[src/rtl/core/yuvlc_pkg.sv]
`timescale 1ns / 1ps

package yuvlc_pkg;

  localparam int OFF_W  = 25;
  localparam int DIM_W  = 13;
  localparam int BYTE_W = 8;
  localparam int ADDR_W = 5;
  localparam int DATA_W = 32;

  localparam logic [2:0] REG_SRC_FMT = 3'd0;
  localparam logic [2:0] REG_TGT_FMT = 3'd1;
  localparam logic [2:0] REG_FRAME_W = 3'd2;
  localparam logic [2:0] REG_FRAME_H = 3'd3;
  localparam logic [2:0] REG_COPY_W  = 3'd4;
  localparam logic [2:0] REG_COPY_R  = 3'd5;

  localparam logic             RST_SRC_FMT = 1'b0;
  localparam logic [1:0]       RST_TGT_FMT = 2'd0;
  localparam logic [DIM_W-1:0] RST_FRAME_W = 13'd352;
  localparam logic [DIM_W-1:0] RST_FRAME_H = 13'd288;
  localparam logic [DIM_W-1:0] RST_COPY_W  = 13'd352;
  localparam logic [DIM_W-1:0] RST_COPY_R  = 13'd288;

  typedef struct packed {
    logic              kind;
    logic [BYTE_W-1:0] a;
    logic [BYTE_W-1:0] b;
  } item_t;

  typedef struct packed {
    logic [OFF_W-1:0]  offset;
    logic [BYTE_W-1:0] value;
    logic              last;
    logic              done;
  } wr_t;

  typedef struct packed {
    logic             tgt_i420;
    logic             tgt_swap;
    logic [DIM_W-1:0] w;
    logic [DIM_W-1:0] cw;
    logic [DIM_W-1:0] cr;
    logic [OFF_W-1:0] wh;
    logic [OFF_W-1:0] qtr;
  } cfg_t;

  function automatic logic [DIM_W-1:0] eff_dim(input logic [DIM_W-1:0] v,
                                               input logic [DIM_W:0] cap);
    logic [DIM_W:0] t;
    t = {1'b0, v[DIM_W-1:1], 1'b0};
    if (t < (DIM_W+1)'(2)) t = (DIM_W+1)'(2);
    if (t > cap) t = {cap[DIM_W:1], 1'b0};
    if (t < (DIM_W+1)'(2)) t = (DIM_W+1)'(2);
    return t[DIM_W-1:0];
  endfunction

endpackage

[src/rtl/core/yuvlc_fifo.sv]
`timescale 1ns / 1ps

module yuvlc_fifo #(
  parameter int W     = 17,
  parameter int DEPTH = 4
) (
  input  logic         clk,
  input  logic         rst_n,
  input  logic         wr_en,
  input  logic [W-1:0] wr_data,
  input  logic         rd_en,
  output logic [W-1:0] rd_data,
  output logic         full,
  output logic         empty
);

  localparam int AW = (DEPTH > 1) ? $clog2(DEPTH) : 1;
  localparam int CW = $clog2(DEPTH + 1);

  logic [W-1:0]  mem_r [DEPTH];
  logic [AW-1:0] wr_ptr_r, wr_ptr_nxt;
  logic [AW-1:0] rd_ptr_r, rd_ptr_nxt;
  logic [CW-1:0] count_r, count_nxt;

  assign full    = (count_r == CW'(DEPTH));
  assign empty   = (count_r == '0);
  assign rd_data = mem_r[rd_ptr_r];

  always_comb begin
    wr_ptr_nxt = wr_ptr_r;
    rd_ptr_nxt = rd_ptr_r;
    count_nxt  = count_r;
    if (wr_en) begin
      wr_ptr_nxt = (wr_ptr_r == AW'(DEPTH - 1)) ? '0 : wr_ptr_r + AW'(1);
    end
    if (rd_en) begin
      rd_ptr_nxt = (rd_ptr_r == AW'(DEPTH - 1)) ? '0 : rd_ptr_r + AW'(1);
    end
    if (wr_en && !rd_en) begin
      count_nxt = count_r + CW'(1);
    end else if (!wr_en && rd_en) begin
      count_nxt = count_r - CW'(1);
    end
  end

  always_ff @(posedge clk) begin
    if (!rst_n) begin
      wr_ptr_r <= '0;
      rd_ptr_r <= '0;
      count_r  <= '0;
    end else begin
      wr_ptr_r <= wr_ptr_nxt;
      rd_ptr_r <= rd_ptr_nxt;
      count_r  <= count_nxt;
    end
  end

  always_ff @(posedge clk) begin
    if (wr_en) begin
      mem_r[wr_ptr_r] <= wr_data;
    end
  end

  a_count_range: assert property (@(posedge clk) disable iff (!rst_n)
    count_r <= CW'(DEPTH))
    else $error("fifo count out of range");
  a_no_overflow: assert property (@(posedge clk) disable iff (!rst_n)
    wr_en |-> !full)
    else $error("fifo written while full");
  a_no_underflow: assert property (@(posedge clk) disable iff (!rst_n)
    rd_en |-> !empty)
    else $error("fifo read while empty");

endmodule

[src/rtl/core/yuvlc_cfg.sv]
`timescale 1ns / 1ps

module yuvlc_cfg #(
  parameter int MAX_DIM = 4096
) (
  input  logic                         clk,
  input  logic                         rst_n,
  input  logic                         psel,
  input  logic                         penable,
  input  logic                         pwrite,
  input  logic [yuvlc_pkg::ADDR_W-1:0] paddr,
  input  logic [yuvlc_pkg::DATA_W-1:0] pwdata,
  output logic [yuvlc_pkg::DATA_W-1:0] prdata,
  output logic                         pready,
  output logic                         src_i420,
  output yuvlc_pkg::cfg_t              cfg
);

  localparam int DW = yuvlc_pkg::DIM_W;
  localparam int OW = yuvlc_pkg::OFF_W;
  localparam logic [DW:0] CAP = (DW+1)'(MAX_DIM);

  logic          src_r;
  logic [1:0]    tgt_r;
  logic [DW-1:0] fw_r;
  logic [DW-1:0] fh_r;
  logic [DW-1:0] cwid_r;
  logic [DW-1:0] crow_r;
  logic [OW-1:0] wh_r;
  logic [OW-1:0] qtr_r;

  logic [2:0]      idx;
  logic            wr_en;
  logic [DW-1:0]   w_eff, h_eff;
  logic [2*DW-1:0] prod;

  assign pready = 1'b1;
  assign idx    = paddr[4:2];
  assign wr_en  = psel && penable && pwrite;

  always_ff @(posedge clk) begin
    if (!rst_n) begin
      src_r  <= yuvlc_pkg::RST_SRC_FMT;
      tgt_r  <= yuvlc_pkg::RST_TGT_FMT;
      fw_r   <= yuvlc_pkg::RST_FRAME_W;
      fh_r   <= yuvlc_pkg::RST_FRAME_H;
      cwid_r <= yuvlc_pkg::RST_COPY_W;
      crow_r <= yuvlc_pkg::RST_COPY_R;
    end else if (wr_en) begin
      case (idx)
        yuvlc_pkg::REG_SRC_FMT: src_r  <= pwdata[0];
        yuvlc_pkg::REG_TGT_FMT: tgt_r  <= pwdata[1:0];
        yuvlc_pkg::REG_FRAME_W: fw_r   <= pwdata[DW-1:0];
        yuvlc_pkg::REG_FRAME_H: fh_r   <= pwdata[DW-1:0];
        yuvlc_pkg::REG_COPY_W:  cwid_r <= pwdata[DW-1:0];
        yuvlc_pkg::REG_COPY_R:  crow_r <= pwdata[DW-1:0];
        default: ;
      endcase
    end
  end

  always_comb begin
    case (idx)
      yuvlc_pkg::REG_SRC_FMT: prdata = 32'(src_r);
      yuvlc_pkg::REG_TGT_FMT: prdata = 32'(tgt_r);
      yuvlc_pkg::REG_FRAME_W: prdata = 32'(fw_r);
      yuvlc_pkg::REG_FRAME_H: prdata = 32'(fh_r);
      yuvlc_pkg::REG_COPY_W:  prdata = 32'(cwid_r);
      yuvlc_pkg::REG_COPY_R:  prdata = 32'(crow_r);
      default:                prdata = '0;
    endcase
  end

  assign w_eff = yuvlc_pkg::eff_dim(fw_r, CAP);
  assign h_eff = yuvlc_pkg::eff_dim(fh_r, CAP);
  assign prod  = (2*DW)'(w_eff) * (2*DW)'(h_eff);

  always_ff @(posedge clk) begin
    wh_r  <= prod[OW-1:0];
    qtr_r <= OW'(prod[2*DW-1:2]);
  end

  assign src_i420     = src_r;
  assign cfg.tgt_i420 = tgt_r[1];
  assign cfg.tgt_swap = tgt_r[0];
  assign cfg.w        = w_eff;
  assign cfg.cw       = yuvlc_pkg::eff_dim(cwid_r, {1'b0, w_eff});
  assign cfg.cr       = yuvlc_pkg::eff_dim(crow_r, {1'b0, h_eff});
  assign cfg.wh       = wh_r;
  assign cfg.qtr      = qtr_r;

endmodule

[src/rtl/core/yuvlc_front.sv]
`timescale 1ns / 1ps

module yuvlc_front (
  input  logic                         clk,
  input  logic                         rst_n,
  input  logic                         push,
  output logic                         full,
  input  logic                         in_is_chroma,
  input  logic [yuvlc_pkg::BYTE_W-1:0] in_first_byte,
  input  logic [yuvlc_pkg::BYTE_W-1:0] in_second_byte,
  input  logic                         src_i420,
  input  logic                         q_pop,
  output logic                         q_vld,
  output yuvlc_pkg::item_t             q_data
);

  yuvlc_pkg::item_t item;
  logic             q_empty;
  logic             q_wr;

  // normalize chroma to (u, v) order
  always_comb begin
    item.kind = in_is_chroma;
    if (in_is_chroma && !src_i420) begin
      item.a = in_second_byte;
      item.b = in_first_byte;
    end else begin
      item.a = in_first_byte;
      item.b = in_second_byte;
    end
  end

  assign q_wr  = push && !full;
  assign q_vld = !q_empty;

  yuvlc_fifo #(
    .W     ($bits(yuvlc_pkg::item_t)),
    .DEPTH (4)
  ) u_item_q (
    .clk     (clk),
    .rst_n   (rst_n),
    .wr_en   (q_wr),
    .wr_data (item),
    .rd_en   (q_pop),
    .rd_data (q_data),
    .full    (full),
    .empty   (q_empty)
  );

endmodule

[src/rtl/core/yuvlc_back.sv]
`timescale 1ns / 1ps

module yuvlc_back (
  input  logic             clk,
  input  logic             rst_n,
  input  yuvlc_pkg::cfg_t  cfg,
  input  logic             q_vld,
  input  yuvlc_pkg::item_t q_data,
  output logic             q_pop,
  output logic             o_push,
  output yuvlc_pkg::wr_t   o_data,
  input  logic             o_full
);

  localparam int DW = yuvlc_pkg::DIM_W;
  localparam int OW = yuvlc_pkg::OFF_W;
  localparam int BW = yuvlc_pkg::BYTE_W;

  logic [DW-1:0] col_r, col_nxt;
  logic [DW-1:0] row_r, row_nxt;
  logic [OW-1:0] luma_base_r, luma_base_nxt;
  logic [OW-1:0] chroma_base_r, chroma_base_nxt;
  logic          phase_r, phase_nxt;

  logic          hold_vld_r, hold_vld_nxt;
  logic [OW-1:0] hold_base_r, hold_base_nxt;
  logic [OW-1:0] hold_inc_r, hold_inc_nxt;
  logic [BW-1:0] hold_val_r, hold_val_nxt;
  logic          hold_done_r, hold_done_nxt;

  logic          take;
  logic          row_end;
  logic          frame_end;
  logic [DW:0]   col_sum;
  logic [DW:0]   row_sum;
  logic [OW-1:0] off0;

  always_comb begin
    col_nxt         = col_r;
    row_nxt         = row_r;
    luma_base_nxt   = luma_base_r;
    chroma_base_nxt = chroma_base_r;
    phase_nxt       = phase_r;
    hold_vld_nxt    = hold_vld_r;
    hold_base_nxt   = hold_base_r;
    hold_inc_nxt    = hold_inc_r;
    hold_val_nxt    = hold_val_r;
    hold_done_nxt   = hold_done_r;
    take            = 1'b0;
    frame_end       = 1'b0;
    q_pop           = 1'b0;
    o_push          = 1'b0;
    o_data          = '0;
    off0            = '0;

    col_sum = {1'b0, col_r} + (DW+1)'(2);
    row_sum = {1'b0, row_r} + (DW+1)'(1);
    row_end = (col_sum >= {1'b0, cfg.cw});

    if (hold_vld_r) begin
      if (!o_full) begin
        o_push        = 1'b1;
        o_data.offset = hold_base_r + hold_inc_r;
        o_data.value  = hold_val_r;
        o_data.last   = 1'b1;
        o_data.done   = hold_done_r;
        hold_vld_nxt  = 1'b0;
      end
    end else if (q_vld) begin
      if (q_data.kind != phase_r) begin
        // drop an item of the wrong kind
        q_pop = 1'b1;
      end else if (!o_full) begin
        q_pop        = 1'b1;
        take         = 1'b1;
        o_push       = 1'b1;
        hold_vld_nxt = 1'b1;
        col_nxt      = row_end ? '0 : col_sum[DW-1:0];
        if (!phase_r) begin
          off0          = luma_base_r + OW'(col_r);
          o_data.offset = off0;
          o_data.value  = q_data.a;
          hold_base_nxt = off0;
          hold_inc_nxt  = OW'(1);
          hold_val_nxt  = q_data.b;
          hold_done_nxt = 1'b0;
          if (row_end) begin
            row_nxt       = row_sum[DW-1:0];
            luma_base_nxt = luma_base_r + OW'(cfg.w);
            if (row_sum >= {1'b0, cfg.cr}) begin
              row_nxt         = '0;
              phase_nxt       = 1'b1;
              chroma_base_nxt = cfg.wh;
            end
          end
        end else begin
          if (cfg.tgt_i420) begin
            off0          = chroma_base_r + OW'(col_r[DW-1:1]);
            o_data.value  = q_data.a;
            hold_val_nxt  = q_data.b;
            hold_inc_nxt  = cfg.qtr;
          end else begin
            off0          = chroma_base_r + OW'(col_r);
            o_data.value  = cfg.tgt_swap ? q_data.b : q_data.a;
            hold_val_nxt  = cfg.tgt_swap ? q_data.a : q_data.b;
            hold_inc_nxt  = OW'(1);
          end
          o_data.offset = off0;
          hold_base_nxt = off0;
          hold_done_nxt = 1'b0;
          if (row_end) begin
            row_nxt         = row_sum[DW-1:0];
            chroma_base_nxt = chroma_base_r +
                              (cfg.tgt_i420 ? OW'(cfg.w[DW-1:1]) : OW'(cfg.w));
            if (row_sum >= {2'b0, cfg.cr[DW-1:1]}) begin
              frame_end       = 1'b1;
              hold_done_nxt   = 1'b1;
              col_nxt         = '0;
              row_nxt         = '0;
              luma_base_nxt   = '0;
              chroma_base_nxt = '0;
              phase_nxt       = 1'b0;
            end
          end
        end
      end
    end
  end

  always_ff @(posedge clk) begin
    if (!rst_n) begin
      col_r         <= '0;
      row_r         <= '0;
      luma_base_r   <= '0;
      chroma_base_r <= '0;
      phase_r       <= 1'b0;
      hold_vld_r    <= 1'b0;
    end else begin
      col_r         <= col_nxt;
      row_r         <= row_nxt;
      luma_base_r   <= luma_base_nxt;
      chroma_base_r <= chroma_base_nxt;
      phase_r       <= phase_nxt;
      hold_vld_r    <= hold_vld_nxt;
    end
  end

  always_ff @(posedge clk) begin
    hold_base_r <= hold_base_nxt;
    hold_inc_r  <= hold_inc_nxt;
    hold_val_r  <= hold_val_nxt;
    hold_done_r <= hold_done_nxt;
  end

  a_hold_blocks_pop: assert property (@(posedge clk) disable iff (!rst_n)
    hold_vld_r |-> !q_pop)
    else $error("queue popped while second write pending");
  a_take_sets_hold: assert property (@(posedge clk) disable iff (!rst_n)
    take |=> hold_vld_r)
    else $error("second write not held after item");
  a_frame_clear: assert property (@(posedge clk) disable iff (!rst_n)
    frame_end |=> (!phase_r && row_r == '0 && col_r == '0 && hold_done_r))
    else $error("state not cleared at frame end");
  a_col_even: assert property (@(posedge clk) disable iff (!rst_n)
    !col_r[0])
    else $error("column counter odd");

endmodule

[src/rtl/core/yuv420_layout_converter_core.sv]
`timescale 1ns / 1ps

// Converts a cropped 4:2:0 frame (NV21 or I420 source) into NV12, NV21 or
// I420 byte writes for an output frame buffer.
// Input queue: push/full; an item is two luma bytes or one chroma pair, all
// luma rows first, then the chroma rows. Items of the wrong kind are dropped.
// Result queue: empty/pop; each item gives two writes (offset, byte), the
// second flagged last_of_item, the frame's final write flagged frame_done.
// Configuration: APB-style registers at byte address 4*i, written while idle.
// An item passes through the input queue and the address generator into the
// result queue; its second write waits in a hold register. An item's two
// writes leave one at a time by the one-byte result port; the next item is
// taken only once the second is queued, and a dropped item gives none. Up to
// 4 items queue ahead of the address generator and up to 4 writes wait at the
// output, so a stalled receiver fills them and raises full; nothing is lost.
// Reset: registers take their defaults, counters clear, both queues empty.
module yuv420_layout_converter_core #(
  parameter int MAX_DIM = 4096
) (
  input  logic                         clk,
  input  logic                         rst_n,
  input  logic                         push,
  output logic                         full,
  input  logic                         in_is_chroma,
  input  logic [yuvlc_pkg::BYTE_W-1:0] in_first_byte,
  input  logic [yuvlc_pkg::BYTE_W-1:0] in_second_byte,
  output logic                         empty,
  input  logic                         pop,
  output logic [yuvlc_pkg::OFF_W-1:0]  out_byte_offset,
  output logic [yuvlc_pkg::BYTE_W-1:0] out_byte_value,
  output logic                         out_last_of_item,
  output logic                         out_frame_done,
  input  logic                         psel,
  input  logic                         penable,
  input  logic                         pwrite,
  input  logic [yuvlc_pkg::ADDR_W-1:0] paddr,
  input  logic [yuvlc_pkg::DATA_W-1:0] pwdata,
  output logic [yuvlc_pkg::DATA_W-1:0] prdata,
  output logic                         pready
);

  yuvlc_pkg::cfg_t  cfg;
  yuvlc_pkg::item_t q_data;
  yuvlc_pkg::wr_t   o_data;
  yuvlc_pkg::wr_t   head;
  logic             src_i420;
  logic             q_vld;
  logic             q_pop;
  logic             o_push;
  logic             o_full;

  yuvlc_cfg #(
    .MAX_DIM (MAX_DIM)
  ) u_cfg (
    .clk      (clk),
    .rst_n    (rst_n),
    .psel     (psel),
    .penable  (penable),
    .pwrite   (pwrite),
    .paddr    (paddr),
    .pwdata   (pwdata),
    .prdata   (prdata),
    .pready   (pready),
    .src_i420 (src_i420),
    .cfg      (cfg)
  );

  yuvlc_front u_front (
    .clk            (clk),
    .rst_n          (rst_n),
    .push           (push),
    .full           (full),
    .in_is_chroma   (in_is_chroma),
    .in_first_byte  (in_first_byte),
    .in_second_byte (in_second_byte),
    .src_i420       (src_i420),
    .q_pop          (q_pop),
    .q_vld          (q_vld),
    .q_data         (q_data)
  );

  yuvlc_back u_back (
    .clk    (clk),
    .rst_n  (rst_n),
    .cfg    (cfg),
    .q_vld  (q_vld),
    .q_data (q_data),
    .q_pop  (q_pop),
    .o_push (o_push),
    .o_data (o_data),
    .o_full (o_full)
  );

  yuvlc_fifo #(
    .W     ($bits(yuvlc_pkg::wr_t)),
    .DEPTH (4)
  ) u_out_q (
    .clk     (clk),
    .rst_n   (rst_n),
    .wr_en   (o_push),
    .wr_data (o_data),
    .rd_en   (pop && !empty),
    .rd_data (head),
    .full    (o_full),
    .empty   (empty)
  );

  assign out_byte_offset  = head.offset;
  assign out_byte_value   = head.value;
  assign out_last_of_item = head.last;
  assign out_frame_done   = head.done;

endmodule

[config.mk]
export PLATFORM = sky130hd
export DESIGN_NAME = yuv420_layout_converter_core
export DESIGN_NICKNAME = d
export VERILOG_FILES = /design/src/rtl/core/yuvlc_pkg.sv /design/src/rtl/core/yuvlc_fifo.sv /design/src/rtl/core/yuvlc_cfg.sv /design/src/rtl/core/yuvlc_front.sv /design/src/rtl/core/yuvlc_back.sv /design/src/rtl/core/yuv420_layout_converter_core.sv
export SDC_FILE = /design/constraint.sdc
export NUM_CORES = 1
export LEC_CHECK = 0
export BUFFER_PORTS_ARGS = -buffer_cell sky130_fd_sc_hd__buf_4
export CAP_MARGIN = 20
export CORE_MARGIN = 2
export CORE_UTILIZATION = 27
export CTS_CLUSTER_SIZE = 24
export DETAILED_ROUTE_END_ITERATION = 10
export GPL_ROUTABILITY_DRIVEN = 1
export PLACE_DENSITY = 0.45
export SYNTH_ARGS = -nofsm -noshare
export SYNTH_HDL_FRONTEND = slang
export SYNTH_SLANG_ARGS = --single-unit
[constraint.sdc]
create_clock -name clk -period 13.4 [get_ports clk]
set_clock_uncertainty 0.05 [all_clocks]
set_input_delay 1.34 -clock clk [delete_from_list [all_inputs] [get_ports clk]]
set_output_delay 1.34 -clock clk [all_outputs]
set_load 0.01 [all_outputs]
Yosys cells after proc, flatten, opt, wreduce, memory -nomap -nowiden --
Memories as Yosys holds them, arrays and structs flattened. A register that Yosys moved wholly into a read port is not among the register bits. Index checks and enable logic that the tools add are counted. Widths: inputs -> output; s select.
Operators by class: $lt $le $gt $ge 15, reductions and logical operators 34, div/mod/pow operators 0, multipliers 1, equal/unequal tests 13, bitwise operators 4, shifts and indexed selects 0, add/sub/neg operators 16, multiplexer cells 78
Operators by type and width (count):
- $mux 13 | 22
- $mux 25 | 11
- $mux 33 | 5
- $lt 13x2->1 const B | 8
- $pmux 13 s6 | 1
- $add 25x13->25 | 3
- $add 25x25->25 | 2
- $mux 8 | 5
- $mux 35 | 1
- $ge 14x13->1 | 2
- $gt 13x13->1 | 2
- $gt 13x13->1 const B | 2
- $mul 13x13->26 | 1
- $add 25x12->25 | 1
- $mux 1 | 19
- $mux 2 | 9
- $mux 16 | 1
- $reduce_and 2->1 | 8
- $add 13x1->14 const B | 1
- $add 13x2->14 const B | 1
- $ge 14x12->1 | 1
- $eq 3x3->1 const B | 4
- $mux 3 | 4
- $reduce_and 6->1 | 2
- other kinds (15) | 45
Storage, ports and cells: register bits 255, output and inout port bits 70, input port bits 61, memories 2, ROM bits 0, bits in writable memories 208, bits in latches 0, word-level logic and storage cells 188
Memory list:
- u_out_q.mem_r | depth 4, bits a word 35, rd ports 1, clocked after memory_dff 1, wr ports 1, RTL line yuvlc_fifo.sv:20 | logic [W-1:0] mem_r [DEPTH];
- u_front.u_item_q.mem_r | depth 4, bits a word 17, rd ports 1, clocked after memory_dff 1, wr ports 1, RTL line yuvlc_fifo.sv:20

Longest topological paths before layout --
word-level depth 15, gate-level depth with buffers 25, mapped depth without buffers 24

Cells and area by module --
A second synthesis with hierarchy kept.
Unflattened totals: cell total of the unflattened synthesis 2861, area, all modules 29751.0 sq um
Modules (own cells, without submodules):
- yuvlc_back | cells an instance 1384, instances 1, seq. area each 3333.2 sq um, area each 11766.3 sq um
- yuvlc_cfg | cells an instance 1094, instances 1, seq. area each 1581.5 sq um, area each 9160.0 sq um
- yuvlc_fifo at u_out_q | cells an instance 227, instances 1, seq. area each 4384.2 sq um, area each 5560.3 sq um
- yuvlc_fifo at u_front.u_item_q | cells an instance 133, instances 1, seq. area each 2222.1 sq um, area each 2950.3 sq um
- yuvlc_front | cells an instance 22, instances 1, seq. area each 0.0 sq um, area each 300.3 sq um
- yuv420_layout_converter_core | cells an instance 1, instances 1, seq. area each 0.0 sq um, area each 13.8 sq um

Worst setup path before layout --
Ideal clock, no wire load.
path type register to register, start reg u_cfg.fw_r[12], end reg u_cfg.qtr_r[22], buffers on the path 3, cell stages (with the launch flop) 22, arrival time 5.741 ns, data required time 13.271 ns, path slack 7.530 ns, setup time 0.079 ns, period minus slack after synthesis 5.870 ns, cells stage by stage dfxtp_1 > clkbuf_1 > clkbuf_1 > nor2b_1 > clkbuf_1 > nand2_1 > fa_1 > inv_1 > fa_1 > fa_1 > inv_1 > fa_1 > inv_1 > fa_1 > ha_1 > and3_1 > and3_1 > a211o_1 > o2111a_1 > o21a_1 > o21a_1 > o211ai_1
On the way: longest elaborated chain between the ends 7
RTL lines:
- start: declaration | RTL line yuvlc_cfg.sv:25 | logic [DW-1:0] fw_r;
- start signal: assignment | RTL line yuvlc_cfg.sv:45 | fw_r <= yuvlc_pkg::RST_FRAME_W;
- start signal: assignment | RTL line yuvlc_cfg.sv:53 | yuvlc_pkg::REG_FRAME_W: fw_r <= pwdata[DW-1:0];
- $lt 13x2->1 | RTL line yuvlc_pkg.sv:52 | if (t < (DIM_W+1)'(2)) t = (DIM_W+1)'(2);
- $mux 13 * | RTL line yuvlc_pkg.sv:52
- $gt 13x13->1 | RTL line yuvlc_pkg.sv:53 | if (t > cap) t = {cap[DIM_W:1], 1'b0};
- $mux 13 * | RTL line yuvlc_pkg.sv:53
- $lt 13x2->1 | RTL line yuvlc_pkg.sv:54 | if (t < (DIM_W+1)'(2)) t = (DIM_W+1)'(2);
- $mux 13 * | RTL line yuvlc_pkg.sv:54
- $mul 13x13->26 * | RTL line yuvlc_cfg.sv:76 | assign prod = (2*DW)'(w_eff) * (2*DW)'(h_eff);
- net u_cfg.prod[24] | RTL line yuvlc_cfg.sv:35 | logic [2*DW-1:0] prod;
- end signal: assignment | RTL line yuvlc_cfg.sv:80 | qtr_r <= OW'(prod[2*DW-1:2]);
- end: declaration | RTL line yuvlc_cfg.sv:30 | logic [OW-1:0] qtr_r;
Mark *: on every way through the listed nets, which the timed path passes. The rest lies on a longest branch. A chain may end at the register's enable or synchronous reset.

Worst setup path after layout --
start reg u_cfg.fw_r[9], end reg u_cfg.qtr_r[22]
Same word-level chain as after synthesis.

==> impl_results.md <==
* Slew @ Worst Pin at about 1.1 ns
* Htree depth at 2
* Antenna violations before repair at 2
* Root Buffer: clkbuf_16
* P per Cell Area at 139 nW/um^2
* Total grt overflow at 0
* Startpoint Class: flop
* Count of final hold-check violations at 0
* Sw frac at 0.311
* Max_slew headroom at 0.269
* Vias at ~20000
* Gr usage total at 0.146
* Synth Warn # at 0
* PortBufs at between 80 and 90
* Max-cap violation count at 0
* Clk sinks at 440
* Initial DRC count at 1323
* Number of register bits inferred by synthesis at 440
* DRC errors left at 0
* CTS tree: done
* Clock Latency Late Sink at 0.62 ns
* Largest net degree at the start of global routing at 61
* Die Span Y at around 330 um
* Area Growth Syn to Fin at 13.4%
* Crit Path Class: flop to flop
* Top cells by area, synth: edfxtp_1 (28%), dfxtp_1 (12%), ha_1 (9.6%)
* Seq pwr share at 0.403
* Top cell type's share of synthesized area at 0.281
* Biggest area consumer among synthesized cells: edfxtp_1
* Core area at 104000 sq um
* Fraction of layout cells with a size suffix above 1 at 0.117
* Clk pwr share at 0.327
* Post-CTS setup buffer count at 0
* Starting Density at 0.273
* Max Fclk at 153 MHz
* Synth cell types at around 80
* Die area at approximately 110000 sq um
* Final period util at 0.488
* Endpoints failing setup at 0
* Peak supply drop at between 0.09 and 0.1 mV
* First-pass iteration count of the detailed router at 5
* Total design power at between 4 and 5 mW
* CTS resizes at 0
* Cells after Synth at between 2000 and 3000
* Rows at around 120
* Io pins at around 130
* Final TNS setup at 0 ns
* DR vias/cell at around 4.8
* Synthesized cell area at 28400 sq um
* Outcome: completed
* Post-synthesis sequential area ratio at 0.404
* Most used DFF post-synth: edfxtp_1
* Detailed Place HPWL at about 58 mm
* Crit. End Element: flop
* Crit path DAT at around 7 ns
* Leak pwr at approximately 13 nW
* Crit path max fanout at 14
* Detail Route Antenna Nets at 0
* Min-Delay Path Class: flop to flop
* EDFF count, synth at approximately 270
* P_int at a little over 3 mW
* Comb pwr share at 0.270
* DR WL/cell at ~19 um
* Slew Viols, Final at 0
* Die span in x at 328 um
* CP required at ~14 ns
* P_sw at approximately 1.4 mW
* RSZ-0062 raised after global routing: false
* Clk pin slew, worst setup/hold paths at around 0.060 ns
* Clock Path Buffers at 3
* Mean post-synth cell area at ~10 sq um
* # nets final at 3192
* Vias in the first global route at between 20000 and 25000
* Synth async-reset ratio at 0
* Total wire length at between 70 and 80 mm
* Num CTS Buffers at 52
* Number of diodes at 0
* CTS Hold Bufs at 0
* Final RePlAce weighted congestion at between 0.8 and 0.9
* Global-route wire length before repair at 123 mm
* Minimum clock period at approximately 6.5 ns
## per-layer routing
layer	wire [um]	part of all wire	GRT usage
met5	18	0.00023	0
met3	3330	0.042	0.0225
met2	34500	0.43	0.223
met4	1600	0.020	0.0359
met1	40500	0.51	0.216
## area by class of cell
class / count / area [sq um]
inverter: 183 / 689
timing repair buffer: 127 / 957
multi-input combinational: 2002 / 15600
fill: 10800 / 71700
clock inverter: 33 / 387
sequential: 440 / 11500
tap: 1380 / 1730
clock buffer: 63 / 1390
## Yosys cell counts (72+ instances only)
cell      number
fa_1         107
nor2_1       182
xnor2_1       72
edfxtp_1     266
mux2i_1       76
clkbuf_1     116
a21oi_1      170
inv_1        172
ha_1         218
o21ai_0       90
dfxtp_1      174
nand2_1      347
## flip-flops by register name (all words and copies together), names as in the netlist, 2 cells and up, named ones only
register	cells
u_back.chroma_base_r	25
u_back.col_r	13
u_back.hold_base_r	25
u_back.hold_inc_r	24
u_back.hold_val_r	8
u_back.luma_base_r	24
u_back.row_r	13
u_cfg.crow_r	13
u_cfg.cwid_r	13
u_cfg.fh_r	13
u_cfg.fw_r	13
u_cfg.qtr_r	2
u_cfg.tgt_r	2
u_cfg.wh_r	22
u_front.u_item_q.count_r	3
u_front.u_item_q.mem_r	68
u_front.u_item_q.rd_ptr_r	2
u_front.u_item_q.wr_ptr_r	2
u_out_q.count_r	3
u_out_q.mem_r	140
u_out_q.rd_ptr_r	2
u_out_q.wr_ptr_r	2
## cell families after synthesis
logic type	share of synthesized area
xor gates and xnor gates	0.0357
muxes	0.0792
and+or+nand+nor	0.142
adders and majority gates	0.172
AOI/OAI and AO/OA	0.118
other	0.000264
DFF	0.404
buffers and inverters	0.0501
## cell usage in the layout, fill, tap and decap left out, types with 12 or more instances in the layout
| master | count |
|---|---|
| a211oi_1 | 16 |
| a21o_1 | 36 |
| a21oi_1 | 170 |
| a22o_1 | 13 |
| a22oi_1 | 12 |
| a31oi_1 | 16 |
| and3_1 | 45 |
| buf_4 | 126 |
| clkbuf_16 | 52 |
| conb_1 | 20 |
| dfxtp_1 | 170 |
| edfxtp_1 | 266 |
| fa_1 | 107 |
| ha_1 | 218 |
| inv_1 | 170 |
| mux2_2 | 25 |
| mux2i_1 | 76 |
| mux4_2 | 53 |
| nand2_1 | 347 |
| nand2b_1 | 20 |
| nand3_1 | 67 |
| nand4_1 | 19 |
| nor2_1 | 182 |
| nor2b_1 | 37 |
| nor3_1 | 38 |
| o211ai_1 | 25 |
| o21a_1 | 28 |
| o21ai_0 | 90 |
| o22ai_1 | 20 |
| or3_1 | 37 |
| xnor2_1 | 72 |
| xor2_1 | 42 |
## metrics by stage
stage | cells | cell area (sq um) | hold WS [ns] | worst slack (ns) | utilization
finish | 4228 | 32200 | 0.408 | 6.86 | 0.310
global route | 4228 | 32200 | 0.439 | 6.51 | 0.310
CTS | 4226 | 32200 | 0.411 | 6.88 | 0.310
floorplan | 2792 | 28500 | 0.383 | 7.53 | -
global placement | 4130 | 30400 | 0.392 | 6.83 | 0.293
detailed placement | 4130 | 30400 | 0.402 | 6.83 | 0.293
## worst max-delay path, stage by stage (launching register included)
cell,delay (ns)
dfxtp_1,0.37
nor4_1,0.33
a31oi_1,0.15
or2_2,0.50
inv_1,0.31
nand2_1,0.15
fa_1,0.52
fa_1,0.55
inv_1,0.06
fa_1,0.54
inv_1,0.06
fa_1,0.52
inv_1,0.05
fa_1,0.42
ha_1,0.34
and3_1,0.23
and3_1,0.18
a211o_1,0.32
o2111a_1,0.26
o21a_1,0.20
o21a_1,0.19
o211ai_1,0.18
## power groups by stage
stage / registers (mW) / logic, mW / clock network [mW]
final: 1.81 / 1.21 / 1.47
after global routing: 1.83 / 1.35 / 1.57
after CTS: 1.81 / 1.24 / 1.51
after detailed placement: 1.84 / 1.24 / 0
after global placement: 1.84 / 1.24 / 0
after floorplan: 1.80 / 0.845 / 0
## final timing paths
path	from	endpoint	slack, ns	cells past startpoint
setup / recovery	u_cfg.fw_r[9]$_SDFFE_PN0P_	u_cfg.qtr_r[22]$_DFF_P_	6.86	21
hold / removal	u_cfg.fh_r[0]$_SDFFE_PN0P_	u_cfg.fh_r[0]$_SDFFE_PN0P_	0.41	2
setup reg to reg	u_cfg.fw_r[9]$_SDFFE_PN0P_	u_cfg.qtr_r[22]$_DFF_P_	6.86	21
hold reg to reg	u_cfg.fh_r[0]$_SDFFE_PN0P_	u_cfg.fh_r[0]$_SDFFE_PN0P_	0.41	2
Power figures use the tool's default switching activity.
